`src/rtl/sptx_pkg.sv`:
```
// shared types and constants for the slip packet framer transmit core
package sptx_pkg;

  localparam int MAX_PAYLOAD_DEFAULT = 252;
  localparam int QUEUE_DEPTH_DEFAULT = 2;

  localparam logic CMD_START = 1'b0;
  localparam logic CMD_DATA  = 1'b1;

  localparam logic [7:0] SLIP_END     = 8'hC0;
  localparam logic [7:0] SLIP_ESC     = 8'hDB;
  localparam logic [7:0] SLIP_ESC_END = 8'hDC;
  localparam logic [7:0] SLIP_ESC_ESC = 8'hDD;

  typedef enum logic [1:0] {
    JOB_ERR,
    JOB_START,
    JOB_DATA
  } job_kind_t;

  typedef struct packed {
    job_kind_t   kind;
    logic [7:0]  body;
    logic        tail;
    logic [7:0]  flags;
    logic [7:0]  sum;
  } job_t;

  typedef enum logic [2:0] {
    PH_ERR,
    PH_END0,
    PH_BODY,
    PH_FLAGS,
    PH_SUM,
    PH_END1
  } phase_t;

endpackage

```
`src/rtl/sptx_if.sv`:
```
// item channel interfaces for the framer input and the line output
interface sptx_in_if;
  logic       valid;
  logic       ready;
  logic       command;
  logic [7:0] data_byte;
  logic [7:0] payload_length;
  logic [7:0] flags_byte;

  modport source (output valid, command, data_byte, payload_length, flags_byte,
                  input ready);
  modport sink (input valid, command, data_byte, payload_length, flags_byte,
                output ready);
endinterface

interface sptx_out_if;
  logic       valid;
  logic       ready;
  logic [7:0] out_byte;
  logic       run_last;
  logic       error;

  modport source (output valid, out_byte, run_last, error, input ready);
  modport sink (input valid, out_byte, run_last, error, output ready);
endinterface

```
`src/rtl/sptx_front.sv`:
```
// front part: accepts items, tracks the open packet and issues jobs
module sptx_front #(
  parameter int MAX_PAYLOAD = sptx_pkg::MAX_PAYLOAD_DEFAULT
) (
  input  logic           clk,
  input  logic           rst,
  sptx_in_if.sink        pkt_in,
  output logic           push_valid,
  input  logic           push_ready,
  output sptx_pkg::job_t push_job
);

  logic       packet_open;
  logic [7:0] bytes_remaining;
  logic [7:0] running_sum;
  logic [7:0] held_flags;

  logic       accept;
  logic       too_long;
  logic [7:0] data_sum;
  logic [7:0] rem_dec;
  logic       data_tail;

  assign too_long  = pkt_in.payload_length > 8'(MAX_PAYLOAD);
  assign data_sum  = running_sum + pkt_in.data_byte;
  assign rem_dec   = bytes_remaining - 8'd1;
  assign data_tail = rem_dec == 8'd0;

  assign pkt_in.ready = push_ready;
  assign accept       = pkt_in.valid && push_ready;
  assign push_valid   = pkt_in.valid && (pkt_in.command == sptx_pkg::CMD_START || packet_open);

  always_comb begin
    push_job = '0;
    if (pkt_in.command == sptx_pkg::CMD_START) begin
      if (too_long) begin
        push_job.kind = sptx_pkg::JOB_ERR;
      end else begin
        push_job.kind  = sptx_pkg::JOB_START;
        push_job.body  = pkt_in.payload_length;
        push_job.tail  = pkt_in.payload_length == 8'd0;
        push_job.flags = pkt_in.flags_byte;
        push_job.sum   = pkt_in.payload_length + pkt_in.flags_byte;
      end
    end else begin
      push_job.kind  = sptx_pkg::JOB_DATA;
      push_job.body  = pkt_in.data_byte;
      push_job.tail  = data_tail;
      push_job.flags = held_flags;
      push_job.sum   = data_sum + held_flags;
    end
  end

  always_ff @(posedge clk) begin
    if (rst) begin
      packet_open     <= 1'b0;
      bytes_remaining <= '0;
      running_sum     <= '0;
      held_flags      <= '0;
    end else if (accept) begin
      if (pkt_in.command == sptx_pkg::CMD_START) begin
        if (!too_long) begin
          held_flags      <= pkt_in.flags_byte;
          running_sum     <= pkt_in.payload_length;
          bytes_remaining <= pkt_in.payload_length;
          packet_open     <= pkt_in.payload_length != 8'd0;
        end
      end else if (packet_open) begin
        running_sum     <= data_sum;
        bytes_remaining <= rem_dec;
        packet_open     <= !data_tail;
      end
    end
  end

endmodule

```
`src/rtl/sptx_queue.sv`:
```
// short job queue between the front and back parts
module sptx_queue #(
  parameter int DEPTH = sptx_pkg::QUEUE_DEPTH_DEFAULT
) (
  input  logic           clk,
  input  logic           rst,
  input  logic           push_valid,
  output logic           push_ready,
  input  sptx_pkg::job_t push_job,
  output logic           pop_valid,
  input  logic           pop_ready,
  output sptx_pkg::job_t pop_job
);

  localparam int PW = $clog2(DEPTH);
  localparam int CW = $clog2(DEPTH + 1);

  sptx_pkg::job_t mem [DEPTH];
  logic [PW-1:0]  wr_ptr;
  logic [PW-1:0]  rd_ptr;
  logic [CW-1:0]  count;
  logic           do_push;
  logic           do_pop;

  assign push_ready = count != CW'(DEPTH);
  assign pop_valid  = count != '0;
  assign pop_job    = mem[rd_ptr];
  assign do_push    = push_valid && push_ready;
  assign do_pop     = pop_valid && pop_ready;

  always_ff @(posedge clk) begin
    if (do_push) begin
      mem[wr_ptr] <= push_job;
    end
  end

  always_ff @(posedge clk) begin
    if (rst) begin
      wr_ptr <= '0;
      rd_ptr <= '0;
      count  <= '0;
    end else begin
      if (do_push) begin
        wr_ptr <= (wr_ptr == PW'(DEPTH - 1)) ? '0 : wr_ptr + 1'b1;
      end
      if (do_pop) begin
        rd_ptr <= (rd_ptr == PW'(DEPTH - 1)) ? '0 : rd_ptr + 1'b1;
      end
      if (do_push && !do_pop) begin
        count <= count + 1'b1;
      end else if (do_pop && !do_push) begin
        count <= count - 1'b1;
      end
    end
  end

endmodule

```
`src/rtl/sptx_back.sv`:
```
// back part: expands jobs into escaped line bytes through an output register
module sptx_back (
  input  logic           clk,
  input  logic           rst,
  input  logic           pop_valid,
  output logic           pop_ready,
  input  sptx_pkg::job_t pop_job,
  sptx_out_if.source     line_out
);

  sptx_pkg::job_t   cur;
  logic             busy;
  sptx_pkg::phase_t phase;
  sptx_pkg::phase_t phase_next;
  logic             esc_pend;

  logic [7:0] raw;
  logic       escapable;
  logic       needs_esc;
  logic [7:0] gen_byte;
  logic       byte_done;
  logic       is_last;
  logic       can_emit;
  logic       emit;

  assign can_emit = !line_out.valid || line_out.ready;
  assign emit     = busy && can_emit;

  always_comb begin
    raw        = sptx_pkg::SLIP_END;
    escapable  = 1'b0;
    phase_next = phase;
    is_last    = 1'b0;
    unique case (phase)
      sptx_pkg::PH_ERR: begin
        raw     = 8'h00;
        is_last = 1'b1;
      end
      sptx_pkg::PH_END0: begin
        phase_next = sptx_pkg::PH_BODY;
      end
      sptx_pkg::PH_BODY: begin
        raw        = cur.body;
        escapable  = 1'b1;
        phase_next = sptx_pkg::PH_FLAGS;
        is_last    = !cur.tail;
      end
      sptx_pkg::PH_FLAGS: begin
        raw        = cur.flags;
        escapable  = 1'b1;
        phase_next = sptx_pkg::PH_SUM;
      end
      sptx_pkg::PH_SUM: begin
        raw        = cur.sum;
        escapable  = 1'b1;
        phase_next = sptx_pkg::PH_END1;
      end
      sptx_pkg::PH_END1: begin
        is_last = 1'b1;
      end
      default: begin
        is_last = 1'b1;
      end
    endcase
  end

  assign needs_esc = escapable && (raw == sptx_pkg::SLIP_END || raw == sptx_pkg::SLIP_ESC);
  assign byte_done = esc_pend || !needs_esc;

  always_comb begin
    if (esc_pend) begin
      gen_byte = (raw == sptx_pkg::SLIP_END) ? sptx_pkg::SLIP_ESC_END : sptx_pkg::SLIP_ESC_ESC;
    end else if (needs_esc) begin
      gen_byte = sptx_pkg::SLIP_ESC;
    end else begin
      gen_byte = raw;
    end
  end

  assign pop_ready = !busy || (emit && byte_done && is_last);

  always_ff @(posedge clk) begin
    if (pop_valid && pop_ready) begin
      cur <= pop_job;
    end
    if (emit) begin
      line_out.out_byte <= gen_byte;
      line_out.run_last <= byte_done && is_last;
      line_out.error    <= phase == sptx_pkg::PH_ERR;
    end
  end

  always_ff @(posedge clk) begin
    if (rst) begin
      busy           <= 1'b0;
      phase          <= sptx_pkg::PH_ERR;
      esc_pend       <= 1'b0;
      line_out.valid <= 1'b0;
    end else begin
      if (emit) begin
        line_out.valid <= 1'b1;
      end else if (line_out.ready) begin
        line_out.valid <= 1'b0;
      end

      if (pop_valid && pop_ready) begin
        busy     <= 1'b1;
        esc_pend <= 1'b0;
        unique case (pop_job.kind)
          sptx_pkg::JOB_ERR:   phase <= sptx_pkg::PH_ERR;
          sptx_pkg::JOB_START: phase <= sptx_pkg::PH_END0;
          sptx_pkg::JOB_DATA:  phase <= sptx_pkg::PH_BODY;
          default:             phase <= sptx_pkg::PH_ERR;
        endcase
      end else if (emit) begin
        esc_pend <= !byte_done;
        if (byte_done) begin
          phase <= phase_next;
        end
        if (byte_done && is_last) begin
          busy <= 1'b0;
        end
      end
    end
  end

endmodule

```
`src/rtl/slip_packet_framer_tx_core.sv`:
```
// top level of the slip packet framer transmit core
// SLIP transmit framer: a start item sends END and the escaped length byte, each data item
// sends its escaped payload byte, and after the last payload byte the escaped flags byte,
// the escaped 8-bit checksum and a closing END follow; an oversized start gives one error
// item. The line side moves one byte per cycle through a registered output when not stalled
// by line_out.ready. An input item yields a line byte count of none for a dropped data item,
// one for a plain payload byte, two for an escaped one and up to seven for a zero-length
// start or a closing payload byte. A job queue of QUEUE_DEPTH entries sits between the input
// side and the byte generator, so new items are taken while earlier ones are still going out.
module slip_packet_framer_tx_core #(
  parameter int MAX_PAYLOAD = sptx_pkg::MAX_PAYLOAD_DEFAULT,
  parameter int QUEUE_DEPTH = sptx_pkg::QUEUE_DEPTH_DEFAULT
) (
  input  logic       clk,
  input  logic       rst,
  sptx_in_if.sink    pkt_in,
  sptx_out_if.source line_out
);

  logic           push_valid;
  logic           push_ready;
  sptx_pkg::job_t push_job;
  logic           pop_valid;
  logic           pop_ready;
  sptx_pkg::job_t pop_job;

  sptx_front #(
    .MAX_PAYLOAD(MAX_PAYLOAD)
  ) u_front (
    .clk        (clk),
    .rst        (rst),
    .pkt_in     (pkt_in),
    .push_valid (push_valid),
    .push_ready (push_ready),
    .push_job   (push_job)
  );

  sptx_queue #(
    .DEPTH(QUEUE_DEPTH)
  ) u_queue (
    .clk        (clk),
    .rst        (rst),
    .push_valid (push_valid),
    .push_ready (push_ready),
    .push_job   (push_job),
    .pop_valid  (pop_valid),
    .pop_ready  (pop_ready),
    .pop_job    (pop_job)
  );

  sptx_back u_back (
    .clk       (clk),
    .rst       (rst),
    .pop_valid (pop_valid),
    .pop_ready (pop_ready),
    .pop_job   (pop_job),
    .line_out  (line_out)
  );

endmodule

```
`src/flat_wrapper.sv`:
```
// flat-port wrapper written by rule: the top's interface ports become plain ports
module slip_packet_framer_tx_core_flat 
#(
  parameter int MAX_PAYLOAD = sptx_pkg::MAX_PAYLOAD_DEFAULT,
  parameter int QUEUE_DEPTH = sptx_pkg::QUEUE_DEPTH_DEFAULT
)
  (clk, rst, pkt_in_valid, pkt_in_command, pkt_in_data_byte, pkt_in_payload_length, pkt_in_flags_byte, pkt_in_ready, line_out_valid, line_out_out_byte, line_out_run_last, line_out_error, line_out_ready);
  sptx_in_if pkt_in_i ();
  sptx_out_if line_out_i ();
  input  logic clk;
  input  logic rst;
  input wire logic [$bits(pkt_in_i.valid)-1:0] pkt_in_valid;
  input wire logic [$bits(pkt_in_i.command)-1:0] pkt_in_command;
  input wire logic [$bits(pkt_in_i.data_byte)-1:0] pkt_in_data_byte;
  input wire logic [$bits(pkt_in_i.payload_length)-1:0] pkt_in_payload_length;
  input wire logic [$bits(pkt_in_i.flags_byte)-1:0] pkt_in_flags_byte;
  output wire logic [$bits(pkt_in_i.ready)-1:0] pkt_in_ready;
  output wire logic [$bits(line_out_i.valid)-1:0] line_out_valid;
  output wire logic [$bits(line_out_i.out_byte)-1:0] line_out_out_byte;
  output wire logic [$bits(line_out_i.run_last)-1:0] line_out_run_last;
  output wire logic [$bits(line_out_i.error)-1:0] line_out_error;
  input wire logic [$bits(line_out_i.ready)-1:0] line_out_ready;
  assign pkt_in_i.valid = pkt_in_valid;
  assign pkt_in_i.command = pkt_in_command;
  assign pkt_in_i.data_byte = pkt_in_data_byte;
  assign pkt_in_i.payload_length = pkt_in_payload_length;
  assign pkt_in_i.flags_byte = pkt_in_flags_byte;
  assign pkt_in_ready = pkt_in_i.ready;
  assign line_out_valid = line_out_i.valid;
  assign line_out_out_byte = line_out_i.out_byte;
  assign line_out_run_last = line_out_i.run_last;
  assign line_out_error = line_out_i.error;
  assign line_out_i.ready = line_out_ready;
  slip_packet_framer_tx_core #(.MAX_PAYLOAD(MAX_PAYLOAD), .QUEUE_DEPTH(QUEUE_DEPTH)) u_core (.clk(clk), .rst(rst), .pkt_in(pkt_in_i), .line_out(line_out_i));
endmodule
```
`config.mk`:
```
export PLATFORM = sky130hd
export DESIGN_NAME = slip_packet_framer_tx_core_flat
export DESIGN_NICKNAME = d
export VERILOG_FILES = /design/src/rtl/sptx_pkg.sv /design/src/rtl/sptx_if.sv /design/src/rtl/sptx_front.sv /design/src/rtl/sptx_queue.sv /design/src/rtl/sptx_back.sv /design/src/rtl/slip_packet_framer_tx_core.sv /design/src/flat_wrapper.sv
export SDC_FILE = /design/constraint.sdc
export NUM_CORES = 1
export LEC_CHECK = 0
export ABC_AREA = 1
export BUFFER_PORTS_ARGS = -buffer_cell sky130_fd_sc_hd__buf_2
export CAP_MARGIN = 20
export CORE_MARGIN = 8
export CORE_UTILIZATION = 50
export DETAILED_ROUTE_END_ITERATION = 8
export GPL_TIMING_DRIVEN = 0
export PLACE_DENSITY_LB_ADDON = 0.08
export SETUP_SLACK_MARGIN = 0.15
export SYNTH_ARGS = -nofsm -noshare
export SYNTH_HDL_FRONTEND = slang
export SYNTH_SLANG_ARGS = --single-unit
```
`constraint.sdc`:
```
create_clock -name clk -period 3.92 [get_ports clk]
set_clock_uncertainty 0.1 [all_clocks]
set_input_delay 0.98 -clock clk [delete_from_list [all_inputs] [get_ports clk]]
set_output_delay 0.98 -clock clk [all_outputs]
set_load 0.02 [all_outputs]
```
==> reports/metrics.yaml <==
fin_crit_sh: 0.904
critPathKind: "input pin to register"
async_reset_ff_frac: 0
syn_area_per_cell_um2: 9.88
clockBufferDepth: 2
maxCapViolations: 0
die_h_um: 127
via_per_inst: 5.34
hold_buffers: 0
syn-instance-count: 627
peakVddDrop_v: 0.000292
finalSetupViolCount: 0
start_kind: "input pin"
power_w: 0.00520
worst_slack_ns: 0.375
grt_start_max_net_pins: 29
dp.cells: 836
die_x_um: 127
io_pins: 41
hp-class: "register to register"
synth_edf_count: 89
pre_cts_ws_ns: -0.216
clockRootBuffer: "clkbuf_16"
crit_path_end_kind: "register"
crit_chain: "buf_2 > ha_1 > fa_1 > nand2_1 > inv_1 > o21ai_1 > and2_4 > inv_1 > a21oi_1 > o21ai_0 > xor2_1 > ha_1 > o21ai_1 > nand2_1 > nand2_1 > nand4_1 > nand3_1 > nand2_2"
cp_top_family: "adder cells"
finalHoldViolCount: 0
syn-num-nets: 683
syn_area_um2: 6200
powerDensity_nw_per_um2: 717
crit_arrival_ns: 3.59
gp_congestion: 0.864
syn_to_final_growth_pct: 17.0
path_clk_slew_ns: 0.06
fin_nets: 744
num_antenna_cells: 0
cp_common_cell: "nand2_1"
start_util: 0.514
critPathSlowestCell: "fa_1"
wl_per_cell_um: 16.4
clk_latency_ns: 0.41
p_leak_nw: 3.04
slowest_delay_ns: 0.39
synth_ff_type: "edfxtp_1"
worst_slew_pin_slew_ns: 0.859
grt_usage: 0.180
ys_seq_area_frac: 0.548
relSlewSlack: 0.427
htreeDepth: 4
drive_above_1_share: 0.179
stdcell_area_um2: 7250
report.final.slew_viol_count: 0
port_buffers: 40
grt_first_pass_wirelength_um: 22300
fin_cells: 868
clkSinkCount: 125
rows: 40
cts_buffers: 17
dr_total_vias: 4633
status: "finished clean"
drtPass1Iterations: 5
cts_tree: "built"
fin_util: 0.601
grt_setup_unrepaired: "false"
synth_warnings: 0
ys_types: 41
dp_hpwl_um: 10800
path_buf_inv: 3
grt-ovfl-total: 0
grt_pass1_vias: 4519
min_period_ns: 3.55
placed_area_um2: 6630
ys_seq_elements: 125
dieArea_um2: 16200
antenna_left: 0
routed_wl_um: 14300
fmax_mhz: 282
worst_ep_required_time_ns: 3.97
drc: 0
fp.coreArea_um2: 12100
antenna_found_initial: 0
critPathMaxFanout: 3
drt_iter0_markers: 293
reg2reg_slack_ns: 0.78
==> power by group <==
group          switching (W)  internal [W]
registers           0.000122       0.00187
logic                0.00105      0.000558
clock network       0.000549       0.00105
==> worst min-delay path, cell delays in order, from the launching register on <==
cell,delay [ns]
dfxtp_1,0.31
inv_1,0.06
a21oi_1,0.05
==> flip-flops by register name, indices dropped and copies added, names as in the netlist, named ones only <==
signal	count
u_core.u_back.line_out.error	1
u_core.u_back.line_out.run_last	1
u_core.u_back.cur	25
u_core.u_back.busy	1
u_core.u_queue.rd_ptr	1
u_core.u_back.phase	3
u_core.u_back.esc_pend	1
u_core.u_queue.count	2
u_core.u_front.bytes_remaining	8
u_core.u_queue.mem	54
u_core.u_back.line_out.out_byte	8
u_core.u_front.packet_open	1
u_core.u_back.line_out.valid	1
u_core.u_front.running_sum	8
u_core.u_front.held_flags	8
u_core.u_queue.wr_ptr	1
==> synth_stat cells, types with 10 or more instances <==
library cell  number  area [µm²]
edfxtp_1          89        2670
clkbuf_1          14        52.6
mux2_2            25         282
nand2_1          112         420
o21ai_0           50         250
nand4_1           14        87.6
ha_1              24         300
a21oi_1           40         200
nand3_1           32         160
dfxtp_1           36         721
nor2_1            46         173
inv_1             69         259
xor2_1            10        87.6
==> per-layer routing <==
layer  up-vias  share of wire  track usage
li1       2299              -            -
met4         0          0.029       0.0994
met5         -              0            0
met1      2173           0.44        0.212
met3        30          0.050       0.0399
met2       131           0.48        0.299
==> logic make-up (layout without fill, tap and decap cells) <==
kind of cell | Yosys count | after routing | synth area share
xor gates and xnor gates | 15 | 15 | 0.0212
and+or+nand+nor | 227 | 227 | 0.165
buffers and inverters | 93 | 166 | 0.0584
DFF | 125 | 125 | 0.548
AOI/OAI and AO/OA | 113 | 113 | 0.101
muxes | 27 | 27 | 0.0487
adders and majority gates | 27 | 27 | 0.0582
==> per-stage QoR <==
step	TNS (ns)	hold slack [ns]
after floorplan	0	0.343
after global placement	-20.81	0.358
after detailed placement	-0.432	0.368
after CTS	0	0.376
after global routing	0	0.399
final	0	0.372
==> placed cells by master (no fill, tap or decap), types with 25 or more instances in the layout <==
master and instances:
nor2_1 43, nand2_1 111, a21oi_1 39, buf_2 44, o21ai_0 48, nand3_1 32
dfxtp_1 36, mux2_2 25, inv_1 69, edfxtp_1 89
==> cell type report <==
cell class	instances	area, µm²
multi-input combinational	409	2460
tap	168	210
clock inverter	14	176
timing repair buffer	42	223
clock buffer	17	425
sequential	125	3390
buffer	20	87.6
inverter	73	274
fill	997	4810
==> path summary, 6_finish.rpt <==
kind / depth (start not counted) / from / to
max: 18 / pkt_in_data_byte[0] / u_core.u_queue.mem[1][7]
min: 2 / u_core.u_front.held_flags[0] / u_core.u_front.held_flags[0]
max reg2reg: 17 / u_core.u_front.running_sum[0] / u_core.u_queue.mem[1][7]
min reg2reg: 2 / u_core.u_front.held_flags[0] / u_core.u_front.held_flags[0]
==> what timing repair did <==
action | CTS | global route
resized for setup | 0 | 6
setup endpoints to repair | 0 | 4
buffers inserted | 0 | 1
Note: power is estimated with default switching activity, not from simulation.
